===== config.mk =====
export PLATFORM = sky130hd
export DESIGN_NAME = ascii_key_to_scancode_sequencer_unit_flat
export DESIGN_NICKNAME = d
export VERILOG_FILES = /design/src/rtl/core/aktss_pkg.sv /design/src/rtl/core/aktss_if.sv /design/src/rtl/core/aktss_front.sv /design/src/rtl/core/aktss_queue.sv /design/src/rtl/core/aktss_back.sv /design/src/rtl/core/ascii_key_to_scancode_sequencer_unit.sv /design/src/flat_wrapper.sv
export SDC_FILE = /design/constraint.sdc
export NUM_CORES = 1
export LEC_CHECK = 0
export ABC_AREA = 1
export BUFFER_PORTS_ARGS = -buffer_cell sky130_fd_sc_hd__buf_2
export CAP_MARGIN = 20
export CORE_ASPECT_RATIO = 1.75
export CORE_MARGIN = 2
export CORE_UTILIZATION = 55
export DETAILED_ROUTE_END_ITERATION = 8
export PLACE_DENSITY = 0.84
export SKIP_LAST_GASP = 1
export SLEW_MARGIN = 15
export SYNTH_ARGS = -nofsm -noshare
export SYNTH_HDL_FRONTEND = slang
export SYNTH_SLANG_ARGS = --single-unit

===== constraint.sdc =====
create_clock -name clk_i -period 2.81 [get_ports clk_i]
set_clock_uncertainty 0.1 [all_clocks]
set_input_delay 0.281 -clock clk_i [delete_from_list [all_inputs] [get_ports clk_i]]
set_output_delay 0.281 -clock clk_i [all_outputs]
set_load 0.05 [all_outputs]

===== src/rtl/core/aktss_pkg.sv =====
// Package for the ASCII/key-event scancode sequencer.
// Holds the sequence descriptor types, scancode constants and the character table.
// No dependencies; every other file in rtl/core except aktss_if refers to it by scoped names.
`timescale 1ns / 1ps
`default_nettype none

package aktss_pkg;

  // Input item selector codes.
  localparam logic [1:0] OP_ASCII   = 2'd0;
  localparam logic [1:0] OP_KEY     = 2'd1;
  localparam logic [1:0] OP_COMMAND = 2'd2;

  // Host command codes.
  localparam logic [7:0] CMD_RESET = 8'h01;
  localparam logic [7:0] CMD_ABORT = 8'h03;

  // Scancodes and response bytes.
  localparam logic [6:0] SC_LSHIFT   = 7'd99;
  localparam logic [6:0] SC_RSHIFT   = 7'd111;
  localparam logic [6:0] SC_CTRL     = 7'd76;
  localparam logic [6:0] SC_CAPSLOCK = 7'd119;
  localparam logic [6:0] SC_ABORT    = 7'd77;
  localparam logic [7:0] BREAK_BIT   = 8'h80;
  localparam logic [7:0] RESP_RESET  = 8'hff;
  localparam logic [7:0] RESP_KBD_ID = 8'h02;
  localparam logic [7:0] RESP_IDLE   = 8'h7f;
  localparam logic [7:0] RESP_ONE    = 8'h01;

  // Bit 7 of a table entry marks a character that needs left shift.
  localparam logic [7:0] SH = 8'h80;

  localparam logic [7:0] CHAR_TABLE [128] = '{
    8'd0, 8'd0, 8'd0, 8'd0, 8'd0, 8'd0, 8'd0, 8'd0,
    8'd43, 8'd53, 8'd89, 8'd0, 8'd0, 8'd89, 8'd0, 8'd0,
    8'd0, 8'd0, 8'd0, 8'd0, 8'd0, 8'd0, 8'd0, 8'd0,
    8'd0, 8'd0, 8'd0, 8'd29, 8'd0, 8'd0, 8'd0, 8'd0,
    8'd121, SH | 8'd30, SH | 8'd87, SH | 8'd32,
    SH | 8'd33, SH | 8'd34, SH | 8'd36, 8'd87,
    SH | 8'd38, SH | 8'd39, SH | 8'd37, SH | 8'd41,
    8'd107, 8'd40, 8'd108, 8'd109,
    8'd39, 8'd30, 8'd31, 8'd32, 8'd33, 8'd34, 8'd35, 8'd36,
    8'd37, 8'd38, SH | 8'd86, 8'd86, SH | 8'd107, 8'd41, SH | 8'd108, SH | 8'd109,
    SH | 8'd31, SH | 8'd77, SH | 8'd104, SH | 8'd102,
    SH | 8'd79, SH | 8'd56, SH | 8'd80, SH | 8'd81,
    SH | 8'd82, SH | 8'd61, SH | 8'd83, SH | 8'd84,
    SH | 8'd85, SH | 8'd106, SH | 8'd105, SH | 8'd62,
    SH | 8'd63, SH | 8'd54, SH | 8'd57, SH | 8'd78,
    SH | 8'd58, SH | 8'd60, SH | 8'd103, SH | 8'd55,
    SH | 8'd101, SH | 8'd59, SH | 8'd100, 8'd64,
    8'd88, 8'd65, SH | 8'd35, SH | 8'd40,
    8'd42, 8'd77, 8'd104, 8'd102, 8'd79, 8'd56, 8'd80, 8'd81,
    8'd82, 8'd61, 8'd83, 8'd84, 8'd85, 8'd106, 8'd105, 8'd62,
    8'd63, 8'd54, 8'd57, 8'd78, 8'd58, 8'd60, 8'd103, 8'd55,
    8'd101, 8'd59, 8'd100, SH | 8'd64, SH | 8'd88, SH | 8'd65, SH | 8'd42, 8'd0
  };

  // Kind of byte burst that one input item asks for.
  typedef enum logic [2:0] {
    KIND_SHIFTED = 3'd0,
    KIND_PLAIN   = 3'd1,
    KIND_SINGLE  = 3'd2,
    KIND_RESET   = 3'd3,
    KIND_ABORT   = 3'd4
  } kind_e;

  // One queued burst: its kind and the scancode (or full byte for a single).
  typedef struct packed {
    kind_e      kind;
    logic [7:0] code;
  } desc_t;

  function automatic logic [2:0] seq_len(kind_e kind);
    logic [2:0] n;
    n = 3'd1;
    case (kind)
      KIND_SHIFTED: n = 3'd4;
      KIND_PLAIN:   n = 3'd2;
      KIND_SINGLE:  n = 3'd1;
      KIND_RESET:   n = 3'd3;
      KIND_ABORT:   n = 3'd5;
      default:      n = 3'd1;
    endcase
    return n;
  endfunction

  function automatic logic [7:0] seq_byte(desc_t desc, logic [2:0] idx);
    logic [7:0] b;
    b = '0;
    case (desc.kind)
      KIND_SHIFTED: begin
        case (idx)
          3'd0:    b = {1'b0, SC_LSHIFT};
          3'd1:    b = desc.code;
          3'd2:    b = desc.code | BREAK_BIT;
          default: b = {1'b0, SC_LSHIFT} | BREAK_BIT;
        endcase
      end
      KIND_PLAIN: begin
        b = (idx == 3'd0) ? desc.code : (desc.code | BREAK_BIT);
      end
      KIND_SINGLE: begin
        b = desc.code;
      end
      KIND_RESET: begin
        case (idx)
          3'd0:    b = RESP_RESET;
          3'd1:    b = RESP_KBD_ID;
          default: b = RESP_IDLE;
        endcase
      end
      KIND_ABORT: begin
        case (idx)
          3'd0:    b = RESP_ONE;
          3'd1:    b = {1'b0, SC_ABORT};
          3'd2:    b = {1'b0, SC_ABORT} | BREAK_BIT;
          3'd3:    b = RESP_ONE | BREAK_BIT;
          default: b = RESP_IDLE;
        endcase
      end
      default: b = '0;
    endcase
    return b;
  endfunction

endpackage

`default_nettype wire


===== src/rtl/core/aktss_if.sv =====
// Valid/ready channel interfaces for the scancode sequencer.
// aktss_in_if carries input items, aktss_out_if carries code bytes; no dependencies.
`timescale 1ns / 1ps
`default_nettype none

interface aktss_in_if;
  logic       valid;
  logic       ready;
  logic [1:0] op;
  logic [7:0] ascii_char;
  logic [6:0] key_code;
  logic       key_down;
  logic [7:0] command;

  modport source (output valid, op, ascii_char, key_code, key_down, command,
                  input ready);
  modport sink   (input valid, op, ascii_char, key_code, key_down, command,
                  output ready);
endinterface

interface aktss_out_if;
  logic       valid;
  logic       ready;
  logic [7:0] code_byte;
  logic       last;

  modport source (output valid, code_byte, last, input ready);
  modport sink   (input valid, code_byte, last, output ready);
endinterface

`default_nettype wire


===== src/rtl/core/aktss_front.sv =====
// Front end: accepts input beats and turns each into a burst descriptor.
// Depends on aktss_pkg and aktss_in_if.
`timescale 1ns / 1ps
`default_nettype none

module aktss_front (
  aktss_in_if.sink        in_i,
  input  wire logic       q_full_i,
  output aktss_pkg::desc_t desc_o,
  output logic            push_o
);

  aktss_pkg::desc_t desc;
  logic             has_seq;
  logic [7:0]       entry;
  logic             is_mod;

  assign entry  = aktss_pkg::CHAR_TABLE[in_i.ascii_char[6:0]];
  assign is_mod = (in_i.key_code == aktss_pkg::SC_LSHIFT) ||
                  (in_i.key_code == aktss_pkg::SC_RSHIFT) ||
                  (in_i.key_code == aktss_pkg::SC_CTRL) ||
                  (in_i.key_code == aktss_pkg::SC_CAPSLOCK);

  always_comb begin
    has_seq   = 1'b0;
    desc.kind = aktss_pkg::KIND_PLAIN;
    desc.code = '0;
    case (in_i.op)
      aktss_pkg::OP_ASCII: begin
        desc.code = {1'b0, entry[6:0]};
        desc.kind = entry[7] ? aktss_pkg::KIND_SHIFTED : aktss_pkg::KIND_PLAIN;
        has_seq   = !in_i.ascii_char[7] && (entry[6:0] != 7'd0);
      end
      aktss_pkg::OP_KEY: begin
        // Modifiers report both edges; other keys type make and break on press.
        if (is_mod) begin
          desc.kind = aktss_pkg::KIND_SINGLE;
          desc.code = {!in_i.key_down, in_i.key_code};
          has_seq   = 1'b1;
        end else begin
          desc.kind = aktss_pkg::KIND_PLAIN;
          desc.code = {1'b0, in_i.key_code};
          has_seq   = in_i.key_down && (in_i.key_code != 7'd0);
        end
      end
      aktss_pkg::OP_COMMAND: begin
        if (in_i.command == aktss_pkg::CMD_RESET) begin
          desc.kind = aktss_pkg::KIND_RESET;
          has_seq   = 1'b1;
        end else if (in_i.command == aktss_pkg::CMD_ABORT) begin
          desc.kind = aktss_pkg::KIND_ABORT;
          has_seq   = 1'b1;
        end
      end
      default: has_seq = 1'b0;
    endcase
  end

  assign in_i.ready = !q_full_i;
  assign push_o     = in_i.valid && !q_full_i && has_seq;
  assign desc_o     = desc;

endmodule

`default_nettype wire


===== src/rtl/core/aktss_queue.sv =====
// Small descriptor queue between the front and back ends.
// Depends on aktss_pkg for the descriptor type.
`timescale 1ns / 1ps
`default_nettype none

module aktss_queue #(
  parameter int unsigned Depth = 2
) (
  input  wire logic             clk_i,
  input  wire logic             rst_ni,
  input  wire logic             push_i,
  input  wire aktss_pkg::desc_t desc_i,
  output logic                  full_o,
  output logic                  head_valid_o,
  output aktss_pkg::desc_t      head_o,
  input  wire logic             pop_i
);

  localparam int unsigned PtrW = (Depth > 1) ? $clog2(Depth) : 1;
  localparam int unsigned CntW = $clog2(Depth + 1);

  aktss_pkg::desc_t mem_q [Depth];
  logic [PtrW-1:0]  wr_ptr_q, wr_ptr_d;
  logic [PtrW-1:0]  rd_ptr_q, rd_ptr_d;
  logic [CntW-1:0]  count_q, count_d;

  function automatic logic [PtrW-1:0] ptr_inc(logic [PtrW-1:0] p);
    return (p == PtrW'(Depth - 1)) ? '0 : p + 1'b1;
  endfunction

  assign full_o       = (count_q == CntW'(Depth));
  assign head_valid_o = (count_q != '0);
  assign head_o       = mem_q[rd_ptr_q];

  always_comb begin
    wr_ptr_d = push_i ? ptr_inc(wr_ptr_q) : wr_ptr_q;
    rd_ptr_d = pop_i ? ptr_inc(rd_ptr_q) : rd_ptr_q;
    count_d  = count_q;
    if (push_i && !pop_i) begin
      count_d = count_q + 1'b1;
    end else if (pop_i && !push_i) begin
      count_d = count_q - 1'b1;
    end
  end

  always_ff @(posedge clk_i or negedge rst_ni) begin
    if (!rst_ni) begin
      wr_ptr_q <= '0;
      rd_ptr_q <= '0;
      count_q  <= '0;
    end else begin
      wr_ptr_q <= wr_ptr_d;
      rd_ptr_q <= rd_ptr_d;
      count_q  <= count_d;
    end
  end

  always_ff @(posedge clk_i) begin
    if (push_i) begin
      mem_q[wr_ptr_q] <= desc_i;
    end
  end

  a_no_overflow: assert property (@(posedge clk_i) disable iff (!rst_ni)
    push_i |-> (!full_o || pop_i))
    else $error("queue written while full");

  a_no_underflow: assert property (@(posedge clk_i) disable iff (!rst_ni)
    pop_i |-> head_valid_o)
    else $error("queue popped while empty");

  a_count_range: assert property (@(posedge clk_i) disable iff (!rst_ni)
    count_q <= CntW'(Depth))
    else $error("queue count out of range");

endmodule

`default_nettype wire


===== src/rtl/core/aktss_back.sv =====
// Back end: expands burst descriptors into code bytes, one per cycle while the sink is ready.
// Depends on aktss_pkg and aktss_out_if; the output register decouples the sink.
`timescale 1ns / 1ps
`default_nettype none

module aktss_back (
  input  wire logic             clk_i,
  input  wire logic             rst_ni,
  input  wire logic             head_valid_i,
  input  wire aktss_pkg::desc_t head_i,
  output logic                  pop_o,
  aktss_out_if.source           out_o
);

  typedef enum logic [1:0] {
    ST_IDLE  = 2'b01,
    ST_BURST = 2'b10
  } state_e;

  state_e           state_q, state_d;
  aktss_pkg::desc_t cur_q, cur_d;
  logic [2:0]       idx_q, idx_d;
  logic             out_valid_q, out_valid_d;
  logic [7:0]       code_q, code_d;
  logic             last_q, last_d;
  logic             adv;
  logic [2:0]       head_len;
  logic [2:0]       cur_len;

  assign adv      = !out_valid_q || out_o.ready;
  assign head_len = aktss_pkg::seq_len(head_i.kind);
  assign cur_len  = aktss_pkg::seq_len(cur_q.kind);

  always_comb begin
    state_d     = state_q;
    cur_d       = cur_q;
    idx_d       = idx_q;
    out_valid_d = out_valid_q && !out_o.ready;
    code_d      = code_q;
    last_d      = last_q;
    pop_o       = 1'b0;
    case (state_q)
      ST_IDLE: begin
        // The first beat of a burst comes straight from the queue head.
        if (adv && head_valid_i) begin
          pop_o       = 1'b1;
          out_valid_d = 1'b1;
          code_d      = aktss_pkg::seq_byte(head_i, 3'd0);
          last_d      = (head_len == 3'd1);
          cur_d       = head_i;
          idx_d       = 3'd1;
          if (head_len != 3'd1) begin
            state_d = ST_BURST;
          end
        end
      end
      ST_BURST: begin
        if (adv) begin
          out_valid_d = 1'b1;
          code_d      = aktss_pkg::seq_byte(cur_q, idx_q);
          last_d      = (idx_q == cur_len - 3'd1);
          idx_d       = idx_q + 3'd1;
          if (idx_q == cur_len - 3'd1) begin
            state_d = ST_IDLE;
          end
        end
      end
      default: state_d = ST_IDLE;
    endcase
  end

  always_ff @(posedge clk_i or negedge rst_ni) begin
    if (!rst_ni) begin
      state_q     <= ST_IDLE;
      out_valid_q <= 1'b0;
    end else begin
      state_q     <= state_d;
      out_valid_q <= out_valid_d;
    end
  end

  always_ff @(posedge clk_i) begin
    cur_q  <= cur_d;
    idx_q  <= idx_d;
    code_q <= code_d;
    last_q <= last_d;
  end

  assign out_o.valid     = out_valid_q;
  assign out_o.code_byte = code_q;
  assign out_o.last      = last_q;

  a_burst_index: assert property (@(posedge clk_i) disable iff (!rst_ni)
    (state_q == ST_BURST) |-> (idx_q != 3'd0) && (idx_q < cur_len))
    else $error("burst index outside its sequence");

  a_burst_start: assert property (@(posedge clk_i) disable iff (!rst_ni)
    (pop_o && (head_len != 3'd1)) |=> (state_q == ST_BURST))
    else $error("multi-byte burst did not enter burst state");

  a_pop_idle: assert property (@(posedge clk_i) disable iff (!rst_ni)
    pop_o |-> (state_q == ST_IDLE))
    else $error("descriptor taken in the middle of a burst");

  a_last_ends: assert property (@(posedge clk_i) disable iff (!rst_ni)
    (state_q == ST_BURST && adv && idx_q == cur_len - 3'd1) |=>
      (out_valid_q && last_q && state_q == ST_IDLE))
    else $error("final beat of a burst not flagged as last");

endmodule

`default_nettype wire


===== src/rtl/core/ascii_key_to_scancode_sequencer_unit.sv =====
// Top level of the ASCII/key-event to scancode sequencer.
// Depends on aktss_pkg, aktss_if, aktss_front, aktss_queue and aktss_back.
//
// Each input beat (ASCII character, key event or keyboard command) is classified
// by the front end in the cycle it is accepted and, if it produces any bytes, is
// pushed as one descriptor into a QueueDepth-entry queue; beats that produce
// nothing are accepted and dropped. The back end expands descriptors into code
// bytes through an output register at one byte per cycle while the sink is ready.
// An item produces 1 to 5 bytes, and bursts follow one another without gaps while
// the sink is ready. A first byte passes through the queue and the output register. Input
// ready is low only while the queue is full; the output byte rate of the back end
// is what sets the sustained throughput.
`timescale 1ns / 1ps
`default_nettype none

module ascii_key_to_scancode_sequencer_unit #(
  parameter int unsigned QueueDepth = 2
) (
  input  wire logic    clk_i,
  input  wire logic    rst_ni,
  aktss_in_if.sink     in_i,
  aktss_out_if.source  out_o
);

  aktss_pkg::desc_t push_desc;
  aktss_pkg::desc_t head_desc;
  logic             push;
  logic             pop;
  logic             q_full;
  logic             head_valid;

  aktss_front u_front (
    .in_i     (in_i),
    .q_full_i (q_full),
    .desc_o   (push_desc),
    .push_o   (push)
  );

  aktss_queue #(
    .Depth (QueueDepth)
  ) u_queue (
    .clk_i        (clk_i),
    .rst_ni       (rst_ni),
    .push_i       (push),
    .desc_i       (push_desc),
    .full_o       (q_full),
    .head_valid_o (head_valid),
    .head_o       (head_desc),
    .pop_i        (pop)
  );

  aktss_back u_back (
    .clk_i        (clk_i),
    .rst_ni       (rst_ni),
    .head_valid_i (head_valid),
    .head_i       (head_desc),
    .pop_o        (pop),
    .out_o        (out_o)
  );

endmodule

`default_nettype wire

===== src/flat_wrapper.sv =====
// flat-port wrapper written by rule: the top's interface ports become plain ports
module ascii_key_to_scancode_sequencer_unit_flat 
#(
  parameter int unsigned QueueDepth = 2
)
  (clk_i, rst_ni, in_i_valid, in_i_op, in_i_ascii_char, in_i_key_code, in_i_key_down, in_i_command, in_i_ready, out_o_valid, out_o_code_byte, out_o_last, out_o_ready);
  aktss_in_if in_i_i ();
  aktss_out_if out_o_i ();
  input  wire logic clk_i;
  input  wire logic rst_ni;
  input wire logic [$bits(in_i_i.valid)-1:0] in_i_valid;
  input wire logic [$bits(in_i_i.op)-1:0] in_i_op;
  input wire logic [$bits(in_i_i.ascii_char)-1:0] in_i_ascii_char;
  input wire logic [$bits(in_i_i.key_code)-1:0] in_i_key_code;
  input wire logic [$bits(in_i_i.key_down)-1:0] in_i_key_down;
  input wire logic [$bits(in_i_i.command)-1:0] in_i_command;
  output wire logic [$bits(in_i_i.ready)-1:0] in_i_ready;
  output wire logic [$bits(out_o_i.valid)-1:0] out_o_valid;
  output wire logic [$bits(out_o_i.code_byte)-1:0] out_o_code_byte;
  output wire logic [$bits(out_o_i.last)-1:0] out_o_last;
  input wire logic [$bits(out_o_i.ready)-1:0] out_o_ready;
  assign in_i_i.valid = in_i_valid;
  assign in_i_i.op = in_i_op;
  assign in_i_i.ascii_char = in_i_ascii_char;
  assign in_i_i.key_code = in_i_key_code;
  assign in_i_i.key_down = in_i_key_down;
  assign in_i_i.command = in_i_command;
  assign in_i_ready = in_i_i.ready;
  assign out_o_valid = out_o_i.valid;
  assign out_o_code_byte = out_o_i.code_byte;
  assign out_o_last = out_o_i.last;
  assign out_o_i.ready = out_o_ready;
  ascii_key_to_scancode_sequencer_unit #(.QueueDepth(QueueDepth)) u_core (.clk_i(clk_i), .rst_ni(rst_ni), .in_i(in_i_i), .out_o(out_o_i));
endmodule

Word level (Yosys, flattened, before mapping)

Memory sizes are Yosys's and may differ from the RTL's.
Index checks and enable logic that the tools add are counted.
W data, S select, Z words.

Register bits: 30
Memory bits (writable): 22
Memory bits (read-only): 1024
Bits of input ports: 30
Output and inout bits: 11
Logic and storage cells: 126
Memories: 2

Memories:

| name                 | words | bits a word | read ports | clocked after Yosys merged registers in | write ports | RTL line          | source |
|---|---|---|---|---|---|---|---|
| (no name shown)      | 128   | 8           | 1          | 0                                       | 0           | aktss_front.sv:18 | `assign entry = aktss_pkg::CHAR_TABLE[in_i.ascii_char[6:0]];` |
| u_core.u_queue.mem_q | 2     | 11          | 1          | 0                                       | 1           | aktss_queue.sv:22 | `aktss_pkg::desc_t mem_q [Depth];` |

Add/sub/neg operators: 6
$lt $le $gt $ge: 1
Equality and inequality tests: 29
Muxes and demuxes: 45
Bitwise gates (word level): 1
Reductions and logical operators: 32

Operators by type and width:

| cell                 | number |
|---|---|
| $pmux W8 S4          | 2 |
| $pmux W8 S2          | 3 |
| $mux W8              | 5 |
| $pmux W8 S5          | 1 |
| $eq A7 B7 Y1 const B | 4 |
| $pmux W3 S4          | 2 |
| $pmux W8 S3          | 1 |
| $eq A3 B2 Y1 const B | 6 |
| $mux W1              | 14 |
| $reduce_bool A7 Y1   | 2 |
| $eq A3 B1 Y1 const B | 4 |
| $mux W2              | 6 |
| $mux W3              | 4 |
| $mux W10             | 1 |
| $logic_not A3 Y1     | 3 |
| $pmux W3 S3          | 1 |
| $eq A8 B1 Y1 const B | 1 |
| $eq A8 B2 Y1 const B | 1 |
| $ge A8 B8 Y1 const B | 1 |
| $logic_and A1 B1 Y1  | 8 |
| $ne A2 B2 Y1 const B | 4 |
| $not A7 Y8           | 1 |
| $logic_not A1 Y1     | 7 |
| $eq A2 B2 Y1 const B | 3 |
| other kinds (20)     | 29 |

Longest topological paths before layout

Gate-level depths: netlist of run 1.

Depth in word-level cells: 12
Depth in mapped cells: 21
Mapped depth without buffers: 21

By module

A second synthesis of run 1 with hierarchy kept.

Cells, all modules: 560
Area total of the unflattened synthesis: 3998.8 um^2

Modules (own cells, without submodules):

| module      | instances | cells an instance | area each (um^2) | sequential area each (um^2) |
|---|---|---|---|---|
| aktss_back  | 1         | 184               | 1506.4           | 767.0 |
| aktss_front | 1         | 317               | 1456.4           | 0.0 |
| aktss_queue | 1         | 59                | 1036.0           | 760.7 |

Worst setup path after synthesis of run 1

Ideal clock, no wire load.

Kind: input to register
Start point: input port in_i_ascii_char[0]
End point: memory u_core.u_queue.mem_q[1][0] (netlist bit), enable pin
Library setup time: 378 ps
Arrival time: 2129 ps
Required time: 2332 ps
Path slack: 202 ps
Cell stages on the path: 15
Buffers on the path: 0
Cells stage by stage: inv_1 > ha_1 > nand2_1 > inv_2 > o21ai_0 > nand2_1 > nand2_1 > nand3_1 > nand2_1 > nor2_1 > nand2_1 > o21bai_2 > nand2_1 > nand2_2 > nor2_1

Cells in the longest elaborated chain, start to end: 10

Ends and longest elaborated chain:

| element                                    | RTL line           | source |
|---|---|---|
| start, declared                            | flat_wrapper.sv:13 | `input wire logic [$bits(in_i_i.ascii_char)-1:0] in_i_ascii_char;` |
| $not A7 Y8 (implied by the code)           | aktss_front.sv:18  |  |
| $mem_v2 Z128 W8                            | -                  |  |
| $mux W8 (implied by the code) (2 in a row) | aktss_front.sv:18  |  |
| $reduce_bool A7 Y1                         | aktss_front.sv:32  | `has_seq = !in_i.ascii_char[7] && (entry[6:0] != 7'd0);` |
| $logic_and A1 B1 Y1                        | aktss_front.sv:32  |  |
| $pmux W1 S3                                | aktss_front.sv:28  | `case (in_i.op)` |
| $logic_and A1 B1 Y1                        | aktss_front.sv:60  | `assign push_o = in_i.valid && !q_full_i && has_seq;` |
| $mux W1                                    | aktss_queue.sv:59  | `if (push_i) begin` |
| $mux W1 (implied by the code)              | aktss_queue.sv:60  | `mem_q[wr_ptr_q] <= desc_i;` |
| end, declared                              | aktss_queue.sv:22  |  |

Every way passes these cells. The select of a mux whose other input is x is not followed.

Worst setup path in the final report of run 1

Start point: input port in_i_ascii_char[0]
End point: register u_core.u_queue.count_q[1]

Cells in the longest elaborated chain, start to end: 11
Elaborated cells between the ends (all ways): 13
Classes of those cells: mux (4); bitwise (1); reduce/logical (7); memory (1)

Ends and longest elaborated chain:

| element                                        | RTL line                                   | source |
|---|---|---|
| $not A7 Y8 (implied by the code) (*)           | aktss_front.sv:18                          |  |
| $mem_v2 Z128 W8 (*)                            | -                                          |  |
| $mux W8 (implied by the code) (*) (2 in a row) | aktss_front.sv:18                          |  |
| $reduce_bool A7 Y1 (*)                         | aktss_front.sv:32                          |  |
| $logic_and A1 B1 Y1 (*)                        | aktss_front.sv:32                          |  |
| $pmux W1 S3 (*)                                | aktss_front.sv:28                          |  |
| $logic_and A1 B1 Y1 (*)                        | aktss_front.sv:60                          |  |
| via u_core.push                                | ascii_key_to_scancode_sequencer_unit.sv:27 | `logic push;` |
| $logic_not A1 Y1                               | aktss_queue.sv:41                          | `end else if (pop_i && !push_i) begin` |
| $logic_and A1 B1 Y1                            | aktss_queue.sv:41                          |  |
| $reduce_bool A2 Y1 (no line)                   | -                                          |  |
| end signal, assigned                           | aktss_queue.sv:54                          | `count_q <= count_d;` |
| end, declared                                  | aktss_queue.sv:25                          | `logic [CntW-1:0] count_q, count_d;` |

The timed path passes the listed nets; every way through them passes the cells marked *. The select of a mux whose other input is x is not followed.
A chain may end at the register's enable or synchronous reset.

==> summary.txt, run 1 <==
Timing
  • Post-Route Setup TNS: 0 ns
  • Worst Max-Slew Pin Slew: approximately 0.60 ns
  • Slew Viols, Final: 0
  • Fin crit share: between 90 and 100%
  • Fmax achieved: roughly 370 MHz
  • Final hold violation count: 0
  • Final min period: 2.67 ns
  • Final setup viols: 0
  • Slew HR: roughly 60%
  • Min Hold Slack: 0.188 ns
  • Setup ws final: between 0.1 and 0.15 ns
  • Setup repair after global routing missed its margin: no

Global routing
  • First-pass GRT wire length: approximately 19000 µm
  • Number of global-route vias before repair: 4019
  • Grt ovf: 0
  • Initial antenna violation count: 0
  • Largest net degree at the start of global routing: 18
  • GRT Overall Usage: 34.4%

Hold path
  • HP Start: out_o_ready
  • Hold WC Path Type: in -> reg
  • Hold path endpoint: u_core.u_back.out_o.valid
  • Hold-critical path depth: 4

Logic synthesis
  • Sequential fraction of the synthesis area: 39.6%
  • Mux cell area share after synthesis: 0%
  • Register bit total from synthesis: 52
  • Main combinational cell family by area after synthesis: simple AND/OR/NAND/NOR gates
  • Post-synth top cells: nand2_1, inv_1, nand3_1, nor2_1, edfxtp_1
  • Post-synth ARST share: 13.5%
  • Synth Area in Simple Gates: 31.1%
  • Post-synth top area share: between 30% and 40%
  • Main synth FF type: edfxtp_1
  • Yosys warns: 0
  • Post-synthesis xor/xnor area fraction: between 1.5 and 2%
  • Unique cell type count in the Yosys netlist: 45
  • Synth Area in Adders: 6.17%
  • Synth top area cells: edfxtp_1, nand2_1, nand3_1
  • Cell area after synthesis: 3850 µm²
  • Number of synthesized flops with an enable pin: 45
  • Post-synth net total: approximately 570
  • Mapped Cells: 522
  • Post-synth top area cell: edfxtp_1
  • Syn avg cell area: about 7.4 µm²
  • Most common cell in the netlist: nand2_1
  • Compound-Gate Fraction of Synth Area: approximately an eighth

Critical path
  • Setup crit start kind: primary input
  • Worst R2R Start: u_core.u_queue.rd_ptr_q
  • Critical Path AT: approximately 2.8 ns
  • Crit path buffers/inverters: 4
  • CP max FO: 5
  • Crit end category: register
  • FF-to-FF setup slack: between 0.3 and 0.4 ns
  • Cells along the critical path: buf_2 > buf_4 > ha_1 > nand2_1 > inv_1 > o21ai_1 > nand2_1 > nand2_1 > nand2_1 > nor2_2 > nand3_2 > o21bai_2 > nand2_1 > nand2_2 > inv_1 > ha_1 > a21oi_1 > o21ai_0 > xnor2_1
  • Critical Path Max Stage Delay: between 0.2 and 0.3 ns
  • WP data required: 2.88 ns
  • Worst path most repeated cell: nand2_1
  • Top delay family on crit path: simple AND/OR/NAND/NOR gates
  • CP max stage cell: ha_1
  • FF-to-FF End: u_core.u_back.out_o.code_byte[7]
  • Reg2reg path depth: 9
  • Kind of critical path: in -> reg

Cells and area
  • Layout net count: about 660
  • Fillers: ~550
  • Seq. cell area: 1530 µm²
  • Final Instance Area: 4680 µm²
  • Multi-input logic area: just over 2000 µm²
  • Layout area overhead: 21.5%
  • Layout Cells excl Fill: 691
  • Fraction of layout cells with a size suffix above 1: a little over a fifth
  • Final Util: between 60% and 70%
  • ANT cells: 0

Flow run
  • Max_cap viols: 0

Clock tree
  • Clock Tree Buf Depth: 2
  • CTS sink count: 52
  • Worst-Skew Late Latency: approximately 0.29 ns
  • # H-tree levels: 2
  • Clock root buffer: clkbuf_16
  • CTS buffer count: 5
  • CTS tree: done
  • Post-CTS Setup Repair Bufs: 0
  • CTS clk-pin slew, worst paths: about 0.060 ns

Route
  • Detailed-route DRC error count: 0
  • Vias: 4020
  • Initial DRT Pass Iterations: 6
  • WL per Instance: around 18 µm
  • DR iter-0 viols: 340
  • Post-DRT Antenna Nets: 0
  • Vias per cell: between 5 and 6
  • DRT Wirelength: ~12000 µm

Floorplanning
  • DIE HEIGHT: roughly 110 µm
  • Die Area: 7720 µm²
  • Initial Utilization: a little under three fifths
  • Core Area: about 6800 µm²
  • Horiz. Die Dim: around 67 µm
  • Ports: between 40 and 50
  • Site Rows: 40

Pwr
  • Clock power frac: between 10% and 20%
  • Total leakage power: about 2.3 nW
  • Pwr dens: around 780 nW/µm²
  • Seq pwr share: a little over a third
  • Net Switching: approximately 1.6 mW
  • Gate power share: 48.2%
  • Peak VDD IR: 0.000354 V
  • Sw frac: a little over two fifths
  • Power Internal: between 2 and 2.5 mW
  • Tot Pwr: approximately 3.7 mW

Place
  • Dpl cells: around 680
  • DP HPWL: a little under 10000 µm
  • Final GP Congestion: 1.20
  • Post-Place Setup Slack: -0.222 ns
  • PortBufs: 40
  • Post-DP Area: 4480 µm²

Outcome
  • Status: finished clean
## power by group through the flow
stage               Combinational, mW  Sequential [mW]  Clock (mW)
floorplan                       0.978             1.56           0
global placement                 1.64             1.31           0
detailed placement               1.72             1.33           0
CTS                              1.73             1.31       0.588
global route                     1.93             1.34       0.622
finish                           1.76             1.31       0.587
## per-layer routing
| metal | track usage, % | vias to the layer above | share of wire [%] |
|---|---|---|---|
| li1 | - | 1894 | - |
| met1 | 27.3 | 1813 | 29 |
| met3 | 5.77 | 84 | 5.6 |
| met4 | 29.1 | 0 | 9.6 |
| met2 | 66.7 | 229 | 56 |
| met5 | 0 | - | 0 |
## cell families (layout without fill, tap and decap cells)
kind of cell | after synthesis | count (layout)
simple gates | 281 | 281
compound gates | 88 | 88
buf+inv | 75 | 160
flops | 52 | 52
fa+ha+maj | 19 | 19
xor+xnor | 7 | 7
## worst min-delay path: stages
cell and delay (ns):
buf_2 0.08, nor2_1 0.04, inv_1 0.05, o21ai_0 0.08
## registers in the layout, summed over array words and instances, names as in the netlist
register	count
u_core.u_queue.mem_q	22
u_core.u_back.cur_q	11
u_core.u_back.out_o.code_byte	8
u_core.u_back.idx_q	3
u_core.u_back.state_q	2
u_core.u_queue.count_q	2
u_core.u_back.out_o.last	1
u_core.u_back.out_o.valid	1
u_core.u_queue.rd_ptr_q	1
u_core.u_queue.wr_ptr_q	1
## worst max path at each step
stage	startpoint	end	slack, ns	depth (start not counted)
finish	in_i_ascii_char[0]	u_core.u_queue.count_q[1]	0.14	19
detailed placement	in_i_ascii_char[0]	u_core.u_queue.count_q[1]	-0.22	18
floorplan	in_i_ascii_char[0]	u_core.u_queue.mem_q[1][0]	0.20	15
global route	in_i_ascii_char[0]	u_core.u_queue.count_q[1]	0.002	19
global placement	in_i_ascii_char[0]	u_core.u_queue.count_q[1]	-0.26	18
CTS	in_i_ascii_char[0]	u_core.u_queue.count_q[1]	0.08	18
## cell type report
cell class / instances / share of cell area, %
Multi-Input combinational cell: 395 / 43.8
Sequential cell: 52 / 32.6
Timing Repair Buffer: 89 / 13.2
Inverter: 63 / 5.10
Clock buffer: 5 / 2.67
Tap cell: 84 / 2.24
Clock inverter: 3 / 0.374
## cell usage in the layout (no fill, tap or decap), types with 7 or more instances in the layout
master,instances
o21ai_0,41
buf_4,44
nand2_2,7
ha_1,17
inv_1,55
edfxtp_1,45
a21oi_1,20
buf_2,40
nand2_1,156
nor2_1,45
nand3_1,45
## timing repair
action | CTS | global route
endpoints found under the setup margin | 0 | 2
hold buffers | 1 | 0
hold endpoints to repair | 7 | 0
resized for setup | 0 | 17
No activity file was read; power rests on OpenSTA's default activity.
==> inputs of run 2 (changes only) <==
PLACE_DENSITY = 0.81   (was 0.84)
clock period = 2.8 ns   (was 2.81 ns; I/O delays follow)
==> run 2 against run 1 <==
- final cell count fell by 1.2%
- utilization down 1.4 points
- sequential share of layout area is 0.66 points higher
- non-clock buffer count shrank 8
- sequential power barely moved
- routed wire length is 2.7% lower
- clock power grew 22%
- critical endpoint unchanged
- highest routed layer unchanged
==> summary.txt, run 2 (synthesis gave the netlist of run 1 again) <==
Route
  • DRT Wirelength: about 12000 µm
  • Vias per cell: about 5.7
  • Vias: roughly 4000
  • Detailed-route DRC error count: 0
  • Initial DRT Pass Iterations: 5
  • DR iter-0 viols: approximately 290
  • Post-DRT Antenna Nets: 0
  • WL per Instance: between 15 and 20 µm

Pwr
  • Peak VDD IR: between 0.0003 and 0.0004 V
  • Pwr dens: roughly 830 nW/µm²
  • Tot Pwr: 3.81 mW
  • Total leakage power: roughly 2.3 nW

Clock tree
  • Clock Tree Buf Depth: 2
  • Worst-Skew Late Latency: ~0.29 ns
  • Post-CTS Setup Repair Bufs: 0
  • Clock root buffer: clkbuf_16
  • CTS sink count: 52
  • CTS clk-pin slew, worst paths: 0.06 ns
  • CTS tree: done
  • CTS buffer count: 5
  • # H-tree levels: 2

Floorplanning
  • Die Area: around 7700 µm²
  • Initial Utilization: 56.6%
  • Horiz. Die Dim: 67.3 µm
  • Core Area: ~7000 µm²
  • DIE HEIGHT: 115 µm
  • Site Rows: 40
  • Ports: a little over 40

Critical path
  • Critical Path Max Stage Delay: approximately 0.3 ns
  • FF-to-FF setup slack: around 0.64 ns
  • WP data required: about 2.9 ns
  • FF-to-FF End: u_core.u_back.out_o.code_byte[2]
  • Cell depth of the worst setup path: 19
  • CP max FO: 5
  • Crit path launch: in_i_ascii_char[0]
  • Worst path most repeated cell: nand2_1
  • Crit path buffers/inverters: 4
  • Kind of critical path: in -> reg
  • Top delay family on crit path: simple AND/OR/NAND/NOR gates
  • Reg2reg path depth: 11
  • Worst R2R Start: u_core.u_back.idx_q[0]
  • Crit end category: register
  • Critical Path AT: ~2.6 ns
  • Setup crit start kind: primary input
  • CP max stage cell: ha_1
  • Cells along the critical path: buf_2 > buf_4 > ha_1 > nand2_1 > inv_1 > o21ai_1 > nand2_1 > nand2_1 > nand2_1 > nor2_1 > nand3_1 > o21bai_2 > nand2_1 > nand2_2 > inv_1 > ha_1 > a21oi_1 > o21ai_0 > xnor2_1
  • Setup crit end: u_core.u_queue.count_q[1]

Timing
  • Fin crit share: 91.3%
  • Worst Max-Slew Pin Slew: slightly above 0.6 ns
  • Post-Route Setup TNS: 0 ns
  • Setup repair after global routing missed its margin: no
  • Slew Viols, Final: 0
  • Final hold violation count: 0
  • Final setup viols: 0
  • Min Hold Slack: 0.201 ns
  • Fmax achieved: between 300 and 400 MHz
  • Slew HR: 58.1%
  • Final min period: ~2.6 ns

Place
  • PortBufs: 40
  • Final GP Congestion: roughly 1.1
  • DP HPWL: slightly below 10000 µm

Global routing
  • Initial antenna violation count: 0
  • First-pass GRT wire length: around 19000 µm
  • Grt ovf: 0
  • Number of global-route vias before repair: about 3800
  • GRT Overall Usage: 33.4%
  • Largest net degree at the start of global routing: 22

Cells and area
  • Layout area overhead: 19.1%
  • Fillers: about 590
  • Multi-input logic area: roughly 2000 µm²
  • Max FFs per register: 22
  • Fraction of layout cells with a size suffix above 1: around a fifth
  • Most frequent cells in the layout: nand2_1, inv_1, nand3_1
  • Biggest register: u_core.u_queue.mem_q
  • Layout net count: roughly 650
  • Seq. cell area: about 1500 µm²
  • Commonest non-fill, non-tap cell in the layout: nand2_1
  • ANT cells: 0

Hold path
  • Hold WC Path Type: in -> reg

Outcome
  • Status: finished clean

Flow run
  • Max_cap viols: 0
-- run 2: repair_timing --
item / 4_1_cts / 5_1_grt
endpoints found under the hold margin: 7 / 0
hold buffers: 1 / 0
gates resized for setup: 0 / 5
setup endpoints to repair: 0 / 1
-- run 2: area by class of cell --
cell class,instances,area share [%]
Timing Repair Buffer,81,11.7
Clock buffer,7,3.32
Multi-Input combinational cell,395,43.6
Clock inverter,1,0.654
Sequential cell,52,33.3
Tap cell,84,2.29
Inverter,63,5.20
-- run 2: worst min-delay path by stage --
stage                  start                          to  slack, ns  cells after the start
2_1_floorplan         rst_ni   u_core.u_back.out_o.valid      -0.12                      0
3_3_place_gp          rst_ni   u_core.u_back.out_o.valid       0.02                      1
3_5_place_dp          rst_ni   u_core.u_back.out_o.valid       0.02                      1
4_1_cts        in_i_key_down  u_core.u_queue.mem_q[0][7]       0.19                      2
5_1_grt        in_i_key_down  u_core.u_queue.mem_q[0][7]       0.22                      2
6_report       in_i_key_down  u_core.u_queue.mem_q[1][7]       0.20                      2
-- run 2: report_power, final --
group | internal, mW | switching (mW)
Clock | 0.470 | 0.247
Combinational | 0.546 | 1.24
Sequential | 1.19 | 0.115
-- run 2: per-stage QoR --
step / std cells / util [%] / setup slack (ns) / area (µm²)
final: 683 / 67.5 / 0.244 / 4590
after global placement: 674 / 64.5 / -0.0851 / 4390
after global routing: 683 / 67.5 / 0.00261 / 4590
after CTS: 683 / 67.4 / 0.190 / 4580
after floorplan: 522 / - / 0.193 / 3850
after detailed placement: 674 / 64.5 / -0.0923 / 4390
-- run 2: layer usage --
layer,GRT usage [%],up-vias,part of all wire [%]
met1,29.1,1737,31
met3,3.13,73,4.5
met5,0,-,0
li1,-,1879,-
met2,64.3,210,55
met4,27.5,0,9.3
